**src/sv/wat_pkg.sv**
```systemverilog
// ----------------------------------------------------------------------------
// wat_pkg
// Shared types and constants for the window average threshold counter.
// ----------------------------------------------------------------------------
package wat_pkg;

  // Default sizes for the top-level parameters
  localparam int WINDOW_MAX_DEF  = 64;
  localparam int SAMPLE_BITS_DEF = 16;

  // Fixed field widths
  localparam int WS_W       = 7;
  localparam int THR_W      = 16;
  localparam int HIT_W      = 16;
  localparam int CFG_IDX_W  = 1;
  localparam int CFG_DATA_W = 16;

  localparam logic [HIT_W-1:0] HIT_MAX = {HIT_W{1'b1}};

  // Configuration register indexes
  localparam logic [CFG_IDX_W-1:0] REG_WINDOW_SIZE = 1'd0;
  localparam logic [CFG_IDX_W-1:0] REG_THRESHOLD   = 1'd1;

  // Entries in the queue between front and back
  localparam int QUEUE_DEPTH = 2;

  // Classification of one queued word
  typedef struct packed {
    logic last;
    logic has_window;
  } job_flags_t;

  typedef enum logic {
    FR_IDLE,
    FR_CALC
  } front_state_t;

  typedef enum logic [1:0] {
    BK_IDLE,
    BK_DIV,
    BK_CMP,
    BK_FIN
  } back_state_t;

endpackage

```
**src/sv/wat_ram.sv**
```systemverilog
// ----------------------------------------------------------------------------
// wat_ram
// Generic simple dual-port RAM: one write port, one read port, registered read.
// ----------------------------------------------------------------------------
module wat_ram #(
  parameter int WIDTH = 16,
  parameter int DEPTH = 64,
  localparam int AW   = (DEPTH > 1) ? $clog2(DEPTH) : 1
) (
  input  logic             clk,
  input  logic             we,
  input  logic [AW-1:0]    waddr,
  input  logic [WIDTH-1:0] wdata,
  input  logic             re,
  input  logic [AW-1:0]    raddr,
  output logic [WIDTH-1:0] rdata
);

  logic [WIDTH-1:0] mem [DEPTH];

  // Write port
  always_ff @(posedge clk) begin
    if (we) begin
      mem[waddr] <= wdata;
    end
  end

  // Registered read, hold data between reads
  always_ff @(posedge clk) begin
    if (re) begin
      rdata <= mem[raddr];
    end
  end

endmodule

```
**src/sv/wat_front.sv**
```systemverilog
// ----------------------------------------------------------------------------
// wat_front
// Accepts samples, maintains the ring store and running window sum, and
// pushes one classified word per sample into the queue.
// ----------------------------------------------------------------------------
module wat_front #(
  parameter int WINDOW_MAX  = 64,
  parameter int SAMPLE_BITS = 16,
  localparam int SUM_W      = SAMPLE_BITS + $clog2(WINDOW_MAX),
  localparam int W_W        = $clog2(WINDOW_MAX + 1)
) (
  input  logic                          clk,
  input  logic                          rst,
  input  logic                          clear,
  input  logic [W_W-1:0]                win,
  input  logic                          in_valid,
  output logic                          in_ready,
  input  logic signed [SAMPLE_BITS-1:0] sample,
  input  logic                          last_sample,
  output logic                          job_push,
  input  logic                          job_full,
  output logic [SUM_W-1:0]              job_sum,
  output wat_pkg::job_flags_t           job_flags
);

  import wat_pkg::*;

  localparam int AW = (WINDOW_MAX > 1) ? $clog2(WINDOW_MAX) : 1;
  localparam int IW = ((AW > W_W) ? AW : W_W) + 1;

  front_state_t state, state_next;

  logic signed [SAMPLE_BITS-1:0] sample_r;
  logic                          last_r;
  logic [AW-1:0]                 wp;
  logic [W_W-1:0]                seen;
  logic signed [SUM_W-1:0]       sum;

  logic                          accept;
  logic                          calc_go;
  logic [IW-1:0]                 diff;
  logic [AW-1:0]                 old_addr;
  logic [SAMPLE_BITS-1:0]        old_data;
  logic signed [SUM_W-1:0]       old_ext;
  logic signed [SUM_W-1:0]       sum_new;
  logic [W_W-1:0]                seen_new;
  logic                          has_window;

  assign in_ready = (state == FR_IDLE) && !rst;
  assign accept   = in_valid && in_ready;
  assign calc_go  = (state == FR_CALC) && !job_full;

  // Oldest sample of the window: wp - win, wrapped into the ring
  always_comb begin
    diff = IW'(wp) - IW'(win);
    if (diff[IW-1]) begin
      diff = diff + IW'(WINDOW_MAX);
    end
    old_addr = diff[AW-1:0];
  end

  wat_ram #(
    .WIDTH (SAMPLE_BITS),
    .DEPTH (WINDOW_MAX)
  ) u_store (
    .clk   (clk),
    .we    (calc_go),
    .waddr (wp),
    .wdata (sample_r),
    .re    (accept),
    .raddr (old_addr),
    .rdata (old_data)
  );

  // Slide the window: drop the oldest sample once full, add the new one
  always_comb begin
    old_ext    = SUM_W'(signed'(old_data));
    sum_new    = sum - ((seen >= win) ? old_ext : '0) + SUM_W'(sample_r);
    seen_new   = (seen < W_W'(WINDOW_MAX)) ? seen + W_W'(1) : seen;
    has_window = (seen_new >= win);
  end

  assign job_push  = calc_go;
  assign job_sum   = sum_new;
  assign job_flags = '{last: last_r, has_window: has_window};

  // State register
  always_ff @(posedge clk) begin
    if (rst) begin
      state <= FR_IDLE;
    end else begin
      state <= state_next;
    end
  end

  // Next state
  always_comb begin
    state_next = state;
    unique case (state)
      FR_IDLE: if (accept) state_next = FR_CALC;
      FR_CALC: if (!job_full) state_next = FR_IDLE;
    endcase
  end

  // Capture the incoming word
  always_ff @(posedge clk) begin
    if (accept) begin
      sample_r <= sample;
      last_r   <= last_sample;
    end
  end

  // Advance sequence state, clear at end of sequence or on window resize
  always_ff @(posedge clk) begin
    if (rst || clear) begin
      wp   <= '0;
      seen <= '0;
      sum  <= '0;
    end else if (calc_go) begin
      if (last_r) begin
        wp   <= '0;
        seen <= '0;
        sum  <= '0;
      end else begin
        wp   <= (wp == AW'(WINDOW_MAX - 1)) ? '0 : wp + AW'(1);
        seen <= seen_new;
        sum  <= sum_new;
      end
    end
  end

endmodule

```
**src/sv/wat_queue.sv**
```systemverilog
// ----------------------------------------------------------------------------
// wat_queue
// Small register FIFO between the front and back parts.
// ----------------------------------------------------------------------------
module wat_queue #(
  parameter int WIDTH = 24,
  parameter int DEPTH = 2
) (
  input  logic             clk,
  input  logic             rst,
  input  logic             push,
  input  logic [WIDTH-1:0] wdata,
  output logic             full,
  input  logic             pop,
  output logic [WIDTH-1:0] rdata,
  output logic             empty
);

  localparam int PW = (DEPTH > 1) ? $clog2(DEPTH) : 1;
  localparam int CW = $clog2(DEPTH + 1);

  logic [WIDTH-1:0] entry [DEPTH];
  logic [PW-1:0]    wr_ptr;
  logic [PW-1:0]    rd_ptr;
  logic [CW-1:0]    count;

  assign full  = (count == CW'(DEPTH));
  assign empty = (count == '0);
  assign rdata = entry[rd_ptr];

  // Store pushed word
  always_ff @(posedge clk) begin
    if (push) begin
      entry[wr_ptr] <= wdata;
    end
  end

  // Advance pointers and occupancy
  always_ff @(posedge clk) begin
    if (rst) begin
      wr_ptr <= '0;
      rd_ptr <= '0;
      count  <= '0;
    end else begin
      if (push) begin
        wr_ptr <= (wr_ptr == PW'(DEPTH - 1)) ? '0 : wr_ptr + PW'(1);
      end
      if (pop) begin
        rd_ptr <= (rd_ptr == PW'(DEPTH - 1)) ? '0 : rd_ptr + PW'(1);
      end
      if (push && !pop) begin
        count <= count + CW'(1);
      end else if (pop && !push) begin
        count <= count - CW'(1);
      end
    end
  end

endmodule

```
**src/sv/wat_back.sv**
```systemverilog
// ----------------------------------------------------------------------------
// wat_back
// Divides each window sum by the window size (restoring, one quotient bit
// per cycle), compares the average to the threshold, counts hits and
// delivers the count at the end of a sequence.
// ----------------------------------------------------------------------------
module wat_back #(
  parameter int WINDOW_MAX  = 64,
  parameter int SAMPLE_BITS = 16,
  localparam int SUM_W      = SAMPLE_BITS + $clog2(WINDOW_MAX),
  localparam int W_W        = $clog2(WINDOW_MAX + 1)
) (
  input  logic                               clk,
  input  logic                               rst,
  input  logic                               clear,
  input  logic [W_W-1:0]                     win,
  input  logic signed [wat_pkg::THR_W-1:0]   threshold,
  input  logic                               job_valid,
  output logic                               job_pop,
  input  logic [SUM_W-1:0]                   job_sum,
  input  wat_pkg::job_flags_t                job_flags,
  output logic                               out_valid,
  input  logic                               out_ready,
  output logic [wat_pkg::HIT_W-1:0]          hit_count
);

  import wat_pkg::*;

  localparam int CW    = $clog2(SUM_W + 1);
  localparam int QW    = SUM_W + 1;
  localparam int CMP_W = (QW > THR_W) ? QW : THR_W;

  back_state_t state, state_next;

  logic                    neg;
  logic                    last_r;
  logic [CW-1:0]           cnt;
  logic [W_W-1:0]          rem;
  logic [SUM_W-1:0]        quo;
  logic [HIT_W-1:0]        hits;

  logic [SUM_W-1:0]        mag;
  logic [W_W:0]            trial;
  logic                    ge;
  logic [W_W-1:0]          rem_next;
  logic signed [QW-1:0]    q_signed;
  logic                    hit;
  logic                    slot_free;
  logic                    emit;

  // Magnitude of the incoming sum
  assign mag = job_sum[SUM_W-1] ? (~job_sum + SUM_W'(1)) : job_sum;

  // One restoring division step
  always_comb begin
    trial    = {rem, quo[SUM_W-1]};
    ge       = (trial >= {1'b0, win});
    rem_next = ge ? W_W'(trial - {1'b0, win}) : W_W'(trial);
  end

  // Apply the sign, truncating toward zero, and compare
  always_comb begin
    q_signed = neg ? -signed'({1'b0, quo}) : signed'({1'b0, quo});
    hit      = (CMP_W'(q_signed) >= CMP_W'(threshold));
  end

  assign slot_free = !out_valid || out_ready;
  assign emit      = (state == BK_FIN) && last_r && slot_free;

  // State register
  always_ff @(posedge clk) begin
    if (rst) begin
      state <= BK_IDLE;
    end else begin
      state <= state_next;
    end
  end

  // Next state and queue pop
  always_comb begin
    state_next = state;
    job_pop    = 1'b0;
    unique case (state)
      BK_IDLE: begin
        if (job_valid) begin
          job_pop    = 1'b1;
          state_next = job_flags.has_window ? BK_DIV : BK_FIN;
        end
      end
      BK_DIV: begin
        if (cnt == CW'(1)) state_next = BK_CMP;
      end
      BK_CMP: begin
        state_next = BK_FIN;
      end
      BK_FIN: begin
        if (!last_r || slot_free) state_next = BK_IDLE;
      end
    endcase
  end

  // Divider datapath
  always_ff @(posedge clk) begin
    unique case (state)
      BK_IDLE: begin
        if (job_valid) begin
          neg    <= job_sum[SUM_W-1];
          last_r <= job_flags.last;
          quo    <= mag;
          rem    <= '0;
          cnt    <= CW'(SUM_W);
        end
      end
      BK_DIV: begin
        rem <= rem_next;
        quo <= {quo[SUM_W-2:0], ge};
        cnt <= cnt - CW'(1);
      end
      BK_CMP, BK_FIN: begin
      end
    endcase
  end

  // Hit counter: saturate, clear after delivery or on window resize
  always_ff @(posedge clk) begin
    if (rst || clear) begin
      hits <= '0;
    end else if (state == BK_CMP && hit && hits != HIT_MAX) begin
      hits <= hits + HIT_W'(1);
    end else if (emit) begin
      hits <= '0;
    end
  end

  // Output register
  always_ff @(posedge clk) begin
    if (rst) begin
      out_valid <= 1'b0;
    end else if (emit) begin
      out_valid <= 1'b1;
    end else if (out_ready) begin
      out_valid <= 1'b0;
    end
  end

  always_ff @(posedge clk) begin
    if (emit) begin
      hit_count <= hits;
    end
  end

endmodule

```
**src/sv/window_average_threshold_counter.sv**
```systemverilog
// ----------------------------------------------------------------------------
// window_average_threshold_counter
// Sliding-window moving average compared to a threshold, hit count per sequence.
// ----------------------------------------------------------------------------
// Flow: the front accepts a sample in FR_IDLE and pushes it in FR_CALC, stalling
//   there while the queue is full; the back runs a sample that completes a window
//   through BK_IDLE, BK_DIV (one quotient bit per cycle), BK_CMP and BK_FIN, any other
//   through BK_IDLE and BK_FIN; hit_count is registered in BK_FIN of the last sample.
// Reset: synchronous; window_size = 1, threshold = 0, sequence state cleared.
//   The ring store is not cleared; only entries of the current sequence enter the sum.
module window_average_threshold_counter #(
  parameter int WINDOW_MAX  = wat_pkg::WINDOW_MAX_DEF,
  parameter int SAMPLE_BITS = wat_pkg::SAMPLE_BITS_DEF
) (
  input  logic                                clk,
  input  logic                                rst,
  input  logic                                in_valid,
  output logic                                in_ready,
  input  logic signed [SAMPLE_BITS-1:0]       sample,
  input  logic                                last_sample,
  output logic                                out_valid,
  input  logic                                out_ready,
  output logic [wat_pkg::HIT_W-1:0]           hit_count,
  input  logic                                cfg_valid,
  output logic                                cfg_ready,
  input  logic [wat_pkg::CFG_IDX_W-1:0]       cfg_index,
  input  logic [wat_pkg::CFG_DATA_W-1:0]      cfg_data
);

  import wat_pkg::*;

  localparam int SUM_W    = SAMPLE_BITS + $clog2(WINDOW_MAX);
  localparam int W_W      = $clog2(WINDOW_MAX + 1);
  localparam int WS_EXT_W = ((WS_W > W_W) ? WS_W : W_W) + 1;
  localparam int JOB_W    = SUM_W + $bits(job_flags_t);

  logic [WS_W-1:0]         window_size;
  logic signed [THR_W-1:0] threshold;
  logic [WS_EXT_W-1:0]     ws_ext;
  logic [W_W-1:0]          win;
  logic                    seq_clear;

  logic                    push;
  logic                    full;
  logic [SUM_W-1:0]        push_sum;
  job_flags_t              push_flags;
  logic                    pop;
  logic                    empty;
  logic [JOB_W-1:0]        pop_word;
  job_flags_t              pop_flags;

  // Configuration registers
  assign cfg_ready = !rst;
  assign seq_clear = cfg_valid && (cfg_index == REG_WINDOW_SIZE);

  always_ff @(posedge clk) begin
    if (rst) begin
      window_size <= WS_W'(1);
      threshold   <= '0;
    end else if (cfg_valid) begin
      unique case (cfg_index)
        REG_WINDOW_SIZE: window_size <= cfg_data[WS_W-1:0];
        REG_THRESHOLD:   threshold   <= signed'(cfg_data[THR_W-1:0]);
      endcase
    end
  end

  // Effective window: zero means one, clamp to the ring depth
  always_comb begin
    ws_ext = WS_EXT_W'(window_size);
    if (ws_ext == '0) begin
      win = W_W'(1);
    end else if (ws_ext > WS_EXT_W'(WINDOW_MAX)) begin
      win = W_W'(WINDOW_MAX);
    end else begin
      win = W_W'(ws_ext);
    end
  end

  wat_front #(
    .WINDOW_MAX  (WINDOW_MAX),
    .SAMPLE_BITS (SAMPLE_BITS)
  ) u_front (
    .clk         (clk),
    .rst         (rst),
    .clear       (seq_clear),
    .win         (win),
    .in_valid    (in_valid),
    .in_ready    (in_ready),
    .sample      (sample),
    .last_sample (last_sample),
    .job_push    (push),
    .job_full    (full),
    .job_sum     (push_sum),
    .job_flags   (push_flags)
  );

  wat_queue #(
    .WIDTH (JOB_W),
    .DEPTH (QUEUE_DEPTH)
  ) u_queue (
    .clk   (clk),
    .rst   (rst),
    .push  (push),
    .wdata ({push_flags, push_sum}),
    .full  (full),
    .pop   (pop),
    .rdata (pop_word),
    .empty (empty)
  );

  assign pop_flags = job_flags_t'(pop_word[JOB_W-1:SUM_W]);

  wat_back #(
    .WINDOW_MAX  (WINDOW_MAX),
    .SAMPLE_BITS (SAMPLE_BITS)
  ) u_back (
    .clk       (clk),
    .rst       (rst),
    .clear     (seq_clear),
    .win       (win),
    .threshold (threshold),
    .job_valid (!empty),
    .job_pop   (pop),
    .job_sum   (pop_word[SUM_W-1:0]),
    .job_flags (pop_flags),
    .out_valid (out_valid),
    .out_ready (out_ready),
    .hit_count (hit_count)
  );

endmodule

```
**config.mk**
```make
export PLATFORM = sky130hd
export DESIGN_NAME = window_average_threshold_counter
export DESIGN_NICKNAME = d
export VERILOG_FILES = /design/src/sv/wat_pkg.sv /design/src/sv/wat_ram.sv /design/src/sv/wat_front.sv /design/src/sv/wat_queue.sv /design/src/sv/wat_back.sv /design/src/sv/window_average_threshold_counter.sv
export SDC_FILE = /design/constraint.sdc
export NUM_CORES = 1
export LEC_CHECK = 0
export ABC_AREA = 1
export BUFFER_PORTS_ARGS = -buffer_cell sky130_fd_sc_hd__buf_4
export CAP_MARGIN = 20
export CORE_AREA = 10 10 447 449
export DETAILED_ROUTE_END_ITERATION = 10
export DIE_AREA = 0 0 457 459
export GPL_TIMING_DRIVEN = 1
export SYNTH_ARGS = -nofsm -noshare
export SYNTH_HDL_FRONTEND = slang
export SYNTH_SLANG_ARGS = --single-unit
```
**constraint.sdc**
```tcl
create_clock -name clk -period 4 [get_ports clk]
set_input_delay 0.2 -clock clk [delete_from_list [all_inputs] [get_ports clk]]
set_output_delay 0.2 -clock clk [all_outputs]
set_load 0.01 [all_outputs]
```
==> results.cfg <==
[critical_path]
timing.rr.end = u_front.sum[21]
critPathLaunchType = register
r2r_cells = 26
end_kind = register
ff2ff_setup_slack_ns = -0.02
cp.arrival_ns = 4.63
r2r_start = window_size[2]
critPathRequiredTime_ns = 4.61
crit_type = reg2reg
cp_max_fo = 6

[layout]
drive_above_1_share_pct = 16.8
synthToLayoutAreaGrowth_pct = 21.2
final_common_cell = edfxtp_1
multi_input_area_um2 = 15800
final_nets = 4966
final_cell_mix = 1157 x edfxtp_1, 782 x nor2_1, 594 x o21ai_0, 330 x nand2_1, 307 x buf_4
fillCellCount = 18500
seq_area_um2 = 36400

[grt]
grt_pass1_vias = 34600
grt_pass1_wl_um = 219000
grt_overflow = 0
grt_usage_pct = 13.4
grt_max_degree = 137
antenna_found_initial = 3

[synthesis]
synth_edf_count = 1157
async_flop_share_pct = 0
synth-main-ff-cell = edfxtp_1
ys_seq_elements = 1240
yosysWarningCount = 0
ys_types = 55
synth_nets = 4678
avgSynthCellArea_um2 = 11.7
ys_seq_area_share_pct = 68.5
syn_inst = 4532
syn_area_um2 = 53100

[worst_hold_path]
hp-start = out_ready
min_path_type = in2reg
holdPathStages = 4
whs_endpoint = u_back.hit_count[12]

[placement]
place.gp.congestion = 0.866
portBuffers = 57
post-dp-hpwl_um = 88300

[timing]
timing_hold_violations_final = 0
max_slew_margin_pct = 30.3
tightest_slew_ns = 1.05
timing.final.crit_share_pct = 100
min_period_ns = 4.02
max_clock_freq_ghz = 0.249
maxSlewViolCount = 0
finClkSkew_ns = 0.0247
setup_viol = 3
setup_ws_ns = -0.0152
tns_ns = -0.0203
grt_setup_unrepaired = true

[cts]
clock_latency_ns = 0.78
htreeDepth = 4
cts_tree = yes
cts.sink_count = 1240
cts_buffers = 130
cts_buffer_depth = 3
clock-root-buffer = clkbuf_16
clk_pin_slew_ns = 0.06

[run_status]
violations = negative setup slack
outcome = finished with violations

[drt]
wl_um = 150000
post_drt_wl_per_cell_um = 20.1
vias = 36900
antenna_left = 0
via_per_inst = 4.95
drt_iter0_markers = 4003
firstDrtPassIters = 5
drc = 0

[run]
cap_violations = 0

[die]
ios = 58
dieWidth_um = 457
start_util_pct = 27.8
fp.dieH_um = 459
die_area_um2 = 210000
fp.coreArea_um2 = 191000
std_cell_rows = 161

[power_and_ir_drop]
p_leak_nw = 22.0
ir_drop_uv = 459
powerDensity_nw_per_um2 = 577
finalPower_mw = 37.2
-- through the flow --
stage	cell area [um^2]	cells	setup WS [ns]	hold slack [ns]	utilization, %
floorplan	53100	4532	0.0689	0.269	-
global placement	58100	7130	-0.186	0.382	30.4
detailed placement	58100	7130	-0.197	0.380	30.4
CTS	62800	7412	0.00337	0.0242	32.8
global route	64400	7449	-0.235	0.110	33.7
finish	64400	7449	-0.0152	0.0782	33.7
-- cell usage after synthesis, types with 6 or more instances --
| cell | instances | area (um^2) |
|---|---|---|
| buf_1 | 21 | 78.8 |
| nand3b_1 | 14 | 105 |
| a21o_1 | 8 | 60.1 |
| edfxtp_1 | 1157 | 34700 |
| fa_1 | 23 | 460 |
| a21oi_1 | 149 | 746 |
| nand4_1 | 21 | 131 |
| buf_6 | 8 | 90.1 |
| dfxtp_1 | 83 | 1660 |
| nor3_1 | 24 | 120 |
| clkbuf_1 | 128 | 480 |
| xor2_1 | 56 | 490 |
| o21ai_2 | 8 | 70.1 |
| nand3_1 | 299 | 1500 |
| o22ai_1 | 34 | 213 |
| inv_2 | 8 | 30.0 |
| a31oi_1 | 6 | 37.5 |
| o221ai_1 | 162 | 1420 |
| o21ai_1 | 35 | 175 |
| inv_1 | 249 | 935 |
| buf_2 | 93 | 465 |
| nand2_1 | 377 | 1420 |
| ha_1 | 84 | 1050 |
| nor2_1 | 797 | 2990 |
| nand2_2 | 7 | 43.8 |
| o21ai_0 | 610 | 3050 |
| xnor2_1 | 9 | 78.8 |
-- cells by family (layout without fill, tap and decap cells) --
group | Yosys count | count (layout) | synth area share, %
and+or+nand+nor | 1566 | 1566 | 12.3
DFF | 1240 | 1240 | 68.5
AOI/OAI and AO/OA | 1037 | 1037 | 11.2
buffers and inverters | 517 | 907 | 4.03
adders and majority gates | 107 | 107 | 2.85
xor gates and xnor gates | 65 | 65 | 1.07
other | 0 | 1 | 0
-- critical path: stages, from the launching register on --
cell     delay, ns
dfxtp_2       0.32
nor4_2        0.27
nand3_1       0.19
nand2_2       0.14
nand2_2       0.08
ha_4          0.22
a21oi_2       0.13
o21a_1        0.18
nand3_4       0.14
buf_12        0.19
nand2_4       0.07
inv_6         0.06
fa_1          0.47
inv_1         0.06
ha_4          0.29
buf_4         0.11
nand2_1       0.07
o21ai_1       0.24
nand2_1       0.09
nand2_1       0.08
nor2_2        0.04
nand3_2       0.07
inv_1         0.05
nand2_1       0.08
nand2_2       0.07
nand2_1       0.07
a21oi_1       0.06
-- layout make-up --
| type | instances | share of cell area (%) |
|---|---|---|
| antenna | 1 | 0.00389 |
| inverter | 260 | 1.58 |
| timing repair buffer | 413 | 6.09 |
| tap | 2526 | 4.91 |
| clock buffer | 173 | 5.38 |
| multi-input combinational | 2775 | 24.5 |
| sequential | 1240 | 56.6 |
| clock inverter | 61 | 0.933 |
-- state kept, by name (all words and copies together) (netlist names), 5 cells and up, named ones only --
signal                 cells
u_back.hits               16
u_front.seen               7
u_back.quo                22
u_front.wp                 6
u_front.sample_r          16
u_front.sum               22
u_front.u_store.rdata     16
u_back.cnt                 5
threshold                 16
u_back.hit_count          16
u_front.u_store.mem     1024
window_size                7
u_back.rem                 7
u_queue.entry             48
-- where the power goes --
part	total, mW	internal, mW	leakage (nW)	switching [mW]
clock	11.6	6.50	1.97	5.13
combinational	10.4	3.81	8.92	6.58
sequential	15.1	14.9	11.1	0.278
-- repair_timing --
action	in CTS	in global routing
resized for setup	25	270
setup endpoints to repair	53	77
pin swaps	5	71
setup buffers	1	27
hold buffers	47	0
gates cloned	0	10
endpoints found under the hold margin	44	0
-- layer usage --
layer / global-route usage [%] / part of all wire, % / vias to the layer above
met2: 21.1 / 46 / 1393
met4: 4.41 / 2.6 / 0
li1: - / - / 16900
met1: 18.6 / 44 / 18400
met3: 2.54 / 7.9 / 206
met5: 0 / 0 / -
-- worst max-delay path by stage --
| stage | endpoint | slack (ns) | from | cells past startpoint |
|---|---|---|---|---|
| after floorplan | u_queue.entry[0][16] | 0.07 | window_size[3] | 26 |
| after global placement | u_front.sum[21] | -0.19 | window_size[3] | 27 |
| after detailed placement | u_front.sum[21] | -0.20 | window_size[3] | 26 |
| after CTS | u_front.sum[21] | 0.003 | window_size[3] | 26 |
| after global routing | u_front.sum[19] | -0.24 | window_size[2] | 24 |
| final | u_front.sum[21] | -0.02 | window_size[2] | 26 |
(Power assumes the default switching activity.)
